### src/rtl/mlpe_pkg.sv
// Shared types, constants and helpers for the MLP inference block with ELU.
// No dependencies; every other file in rtl/ imports this package.
`default_nettype none
package mlpe_pkg;

  localparam int FRAC_BITS    = 16;
  localparam int MAX_WIDTH    = 256;
  localparam int MAX_ACTIONS  = 64;
  localparam int WEIGHT_WORDS = 65536;
  localparam int BIAS_WORDS   = 1024;
  localparam int ELU_ENTRIES  = 256;
  localparam int ELU_TAB_BITS = $clog2(ELU_ENTRIES);
  localparam int WA_BITS      = $clog2(WEIGHT_WORDS);
  localparam int BA_BITS      = $clog2(BIAS_WORDS);
  localparam int AW           = $clog2(MAX_WIDTH);

  typedef logic signed [31:0] word_t;
  typedef word_t elu_tab_t [ELU_ENTRIES+1];

  typedef enum logic [2:0] {
    OP_WEIGHT  = 3'd0,
    OP_BIAS    = 3'd1,
    OP_MEAN    = 3'd2,
    OP_INV_DEV = 3'd3,
    OP_OBS     = 3'd4,
    OP_RUN     = 3'd5
  } op_t;

  typedef enum logic [2:0] {
    REG_LAYERS = 3'd0,
    REG_INPUT  = 3'd1,
    REG_HID1   = 3'd2,
    REG_HID2   = 3'd3,
    REG_HID3   = 3'd4,
    REG_ACTION = 3'd5
  } reg_t;

  typedef enum logic [2:0] {
    ST_IDLE,
    ST_NORM,
    ST_NDRAIN,
    ST_ROW,
    ST_RWAIT
  } state_t;

  typedef struct packed {
    logic       valid;
    logic       last;
    logic [5:0] idx;
    word_t      value;
  } act_ent_t;

  // Saturate a 49-bit signed value to 32 bits.
  function automatic word_t sat32(input logic signed [48:0] v);
    if (v[48:31] != {18{v[48]}}) begin
      return v[48] ? 32'sh8000_0000 : 32'sh7fff_ffff;
    end
    return v[31:0];
  endfunction

  // Clamp a width register to 1..MAX_WIDTH.
  function automatic logic [8:0] clamp_w(input logic [8:0] w);
    if (w == 9'd0) begin
      return 9'd1;
    end
    if (w > 9'(MAX_WIDTH)) begin
      return 9'(MAX_WIDTH);
    end
    return w;
  endfunction

  // exp(x)-1 table on [-8, 0], Q(FRAC_BITS), evaluated at elaboration.
  function automatic elu_tab_t build_elu_tab();
    elu_tab_t     tab;
    logic [63:0]  t;
    logic [63:0]  s;
    logic [63:0]  term;
    logic [63:0]  sum;
    logic [63:0]  r;
    logic [127:0] wide;
    for (int k = 0; k <= ELU_ENTRIES; k++) begin
      t    = ((64'd8 * 64'(k)) << 32) / 64'(ELU_ENTRIES);
      s    = t >> 4;
      term = 64'd1 << 32;
      sum  = term;
      for (int n = 1; n <= 12; n++) begin
        wide = 128'(term) * 128'(s);
        term = 64'(wide >> 32) / 64'(n);
        if ((n % 2) == 1) begin
          sum = sum - term;
        end else begin
          sum = sum + term;
        end
      end
      for (int n = 0; n < 4; n++) begin
        if (sum < (64'd1 << 32)) begin
          wide = 128'(sum) * 128'(sum);
          sum  = 64'(wide >> 32);
        end
      end
      r      = (sum + (64'd1 << (31 - FRAC_BITS))) >> (32 - FRAC_BITS);
      tab[k] = word_t'(r - (64'd1 << FRAC_BITS));
    end
    return tab;
  endfunction

  localparam elu_tab_t ELU_TAB = build_elu_tab();

endpackage
`default_nettype wire

### src/rtl/mlpe_cell.sv
// One cell of the result chain: holds one action entry, takes its neighbor's.
// Depends on mlpe_pkg (act_ent_t).
`default_nettype none
module mlpe_cell (
  input  wire logic               clk,
  input  wire logic               rst_n,
  input  wire logic               en,
  input  wire mlpe_pkg::act_ent_t up,
  output mlpe_pkg::act_ent_t      ent
);
  import mlpe_pkg::*;

  act_ent_t ent_r;

  always_ff @(posedge clk) begin
    if (!rst_n) begin
      ent_r.valid <= 1'b0;
    end else if (en) begin
      ent_r <= up;
    end
  end

  assign ent = ent_r;

endmodule
`default_nettype wire

### config.mk
export PLATFORM = sky130hd
export DESIGN_NAME = mlpe_cell
export DESIGN_NICKNAME = d
export VERILOG_FILES = /design/src/rtl/mlpe_pkg.sv /design/src/rtl/mlpe_cell.sv
export SDC_FILE = /design/constraint.sdc
export NUM_CORES = 1
export LEC_CHECK = 0
export BUFFER_PORTS_ARGS = -buffer_cell sky130_fd_sc_hd__buf_2
export CAP_MARGIN = 20
export CORE_MARGIN = 8
export CORE_UTILIZATION = 30
export DETAILED_ROUTE_END_ITERATION = 12
export PLACE_DENSITY = 0.65
export SYNTH_ARGS = -nofsm -noshare
export SYNTH_HDL_FRONTEND = slang
export SYNTH_SLANG_ARGS = --single-unit
### constraint.sdc
create_clock -name clk -period 1.35 [get_ports clk]
set_input_delay 0 -clock clk [delete_from_list [all_inputs] [get_ports clk]]
set_output_delay 0 -clock clk [all_outputs]
set_load 0.005 [all_outputs]
======== Yosys cells after proc, flatten, opt, wreduce, memory -nomap -nowiden ========
Cells that the tools add are included.
W data, S select, Z words.
word-level totals
  output and inout port bits .............. 40
  logic and storage cells ................. 5
  register bits after elaboration ......... 40
  bits of input ports ..................... 43
cells by class
  reductions and logical operators ........ 1
operators with widths
  kind               number
  $reduce_and A2 Y1  1

======== Depth between registers and ports, before layout ========
  word-level depth ........................ 1
  depth in mapped cells ................... 2
  gate-level depth less buffers ........... 2

======== Worst setup path after synthesis ========
Ideal clock, no wire load.
  kind .................................... input port to flip-flop
  from .................................... in rst_n
  to ...................................... reg ent_r (netlist bit ent[0]) (enable)
  cell stages on the path ................. 1
  buffers on the path ..................... 0
  setup time .............................. 379 ps
  required time ........................... 971 ps
  slack ................................... 406 ps
  arrival time ............................ 566 ps
  path through ............................ and2_2
on the way
  word-level cells in the longest chain between the ends .. 1
ends and longest elaborated chain
  element                             line             source
  from (decl)                         mlpe_cell.sv:6   input wire logic rst_n,
  $reduce_and A2 Y1 (no source line)  --
  to (signal assigned)                mlpe_cell.sv:19  ent_r <= up;
  to (decl)                           mlpe_cell.sv:13  act_ent_t ent_r;
No other way between the ends.
A chain may end at the register's enable or synchronous reset.

======== Final worst setup path ========
  from .................................... in rst_n
  to ...................................... reg ent_r (netlist bit ent[39])
No word-level cell between the ends.

==> impl_metrics.py <==
metrics = {
    "die": {
        "dieArea_um2": 6340,
        "io_pins": 83,
        "fp.dieW_um": 79.6,
        "die_height_um": 79.6,
        "row_count": 23,
        "core_um2": 3940,
        "start_util_pct": 30.8,
    },
    "clock_tree": {
        "clk_pin_slew_ps": 70,
        "clock_sinks": 40,
        "clk_latency_ps": 280,
        "root_buffer": "clkbuf_8",
        "ctsResizeCount": 0,
        "cts_buffers": 5,
        "cts_tree": "done",
        "clk_path_buf_depth": 2,
        "htree_levels": 2,
    },
    "drt": {
        "wl_per_cell_um": 16.4,
        "met1_length_um": 1260,
        "wl_um": 3700,
        "wl_met2_um": 1850,
        "drc_errors": 0,
        "vias": 919,
        "ant_nets": 0,
        "dr.first_iter.drc_count": 38,
        "vias_per_cell": 4.08,
        "firstDrtPassIters": 2,
        "top_layer": "met4",
        "met3WireLength_um": 538,
    },
    "power": {
        "p_total_mw": 2.70,
        "powerDensity_nw_per_um2": 1210,
        "max-vdd-ir-drop_mv": 0.791,
        "power_leakage_nw": 0.945,
    },
    "timing": {
        "slew_viol_final": 0,
        "max_freq_ghz": 0.833,
        "layout_setup_ws_ps": 150,
        "grt_setup_unrepaired": "no",
        "max-slew-margin-rel_pct": 86.0,
        "finalSetupTns_ps": 0,
        "setup_viol": 0,
        "worstMarginPinSlew_ps": 210,
        "finalHoldViolations": 0,
        "skew_ps": 0,
        "fin_crit_ps": 1200,
        "holdWs_ps": 367,
        "timing.final.crit_share_pct": 88.9,
    },
    "global_routing": {
        "grt_usage_pct": 11.6,
        "grt_pass1_vias": 1050,
        "grt_pass1_wl_um": 5420,
        "antenna_found_initial": 0,
        "grt_max_degree": 40,
        "overflow": 0,
    },
    "synthesis": {
        "yosys_warnings": 0,
        "synth_cell_types": 5,
        "avgSynthCellArea_um2": 28.3,
        "syn_nets": 86,
        "synth_cells": 43,
        "syn-cell-area_um2": 1210,
        "ys_seq_area_share_pct": 98.0,
        "ys_seq_elements": 40,
    },
    "critical_path": {
        "cp_max_fo": 2,
        "cp.required_ps": 1520,
        "critPathTopFamily": "buffers and inverters",
        "path_cells": "dlygate4sd3_1, buf_2, nor2b_1, dlygate4sd3_1",
        "timing.rr.start": "ent[39]",
        "startpoint_type": "input pin",
        "end_kind": "flop",
        "worst_path_most_repeated_cell": "dlygate4sd3_1",
        "path_buf_inv": 3,
        "arrival_ps": 1370,
        "cpMaxStageDelayCell": "dlygate4sd3_1",
        "crit_start": "rst_n",
        "crit_type": "input pin to flop",
        "max_stage_delay_ps": 560,
    },
    "placement": {
        "portBuffers": 82,
        "gp_congestion": 0.663,
        "dpl_worst_slack_ps": 532,
        "post-place-cells": 176,
        "place_area_um2": 1710,
    },
    "cells_and_area": {
        "final_util_pct": 56.6,
        "register_area_um2": 1190,
        "area_delta_synth_final_pct": 83.5,
        "stdcell_count": 225,
        "largest_register_ffs": 40,
        "stdcell_area_um2": 2230,
        "layout.nets": 217,
        "layout-drive-gt1-share_pct": 52.6,
        "multi_input_area_um2": 23.8,
        "nFillCells": 304,
        "n_antenna_cell": 0,
    },
    "hold_path": {
        "hp-class": "input pin to flop",
        "worstHoldStart": "en",
    },
    "job": {
        "cap_violations": 0,
    },
    "run_status": {
        "status": "finished, final reports clean",
    },
}
-- power breakdown --
part           switching (mW)  internal, mW  leakage [nW]
clock                   0.395         0.546        0.0541
combinational           0.108         0.178         0.517
sequential             0.0188          1.45         0.374
total                   0.521          2.18         0.945
-- cell usage after synthesis --
| cell type | count | area, um2 |
|---|---|---|
| and2_2 | 1 | 7.51 |
| dfxtp_1 | 1 | 20.0 |
| edfxtp_1 | 39 | 1170 |
| mux2i_1 | 1 | 10.0 |
| nor2b_1 | 1 | 6.26 |
-- logic make-up after synthesis --
logic type	count (synthesis)	share of synthesized area, %
flops	40	98.0
simple gates	2	1.13
mux	1	0.824
-- path summary, 6_finish.rpt --
kind / to / slack [ps] / cells past startpoint
max: ent[39] / 150 / 4
min: ent[13] / 370 / 3
max reg2reg: ent[39] / 150 / 3
min reg2reg: ent[39] / 1130 / 3
-- cell type report --
| class | count | area share, % |
|---|---|---|
| repair buffers | 124 | 37.7 |
| clock buffers | 5 | 3.09 |
| multi-input cells | 3 | 1.07 |
| well taps | 50 | 2.81 |
| flip-flops and latches | 40 | 53.4 |
| clock inverters | 3 | 1.91 |
-- layer usage --
metal,global-route usage [%],vias up
met1,10.2,427
met3,8.56,4
met2,19.2,57
met4,5.56,0
li1,-,431
met5,0,-
-- worst register-to-register path, stage by stage (launching register included) --
cell           delay (ps)
dfxtp_1               320
mux2i_1               140
nor2b_1                70
dlygate4sd3_1         560
-- cells in the final DEF, fill, tap and decap left out, drive strengths merged --
cell	count
buf	83
dlygate4sd3	41
edfxtp	39
clkbuf	5
and2	1
mux2i	1
nor2b	1
clkinv	1
clkinvlp	1
bufinv	1
dfxtp	1
-- timing repair --
action	4_1_cts	5_1_grt
hold buffers	41	0
endpoints found under the hold margin	40	0
endpoints found under the setup margin	0	0
setup buffers	0	0
(Power assumes the default switching activity.)
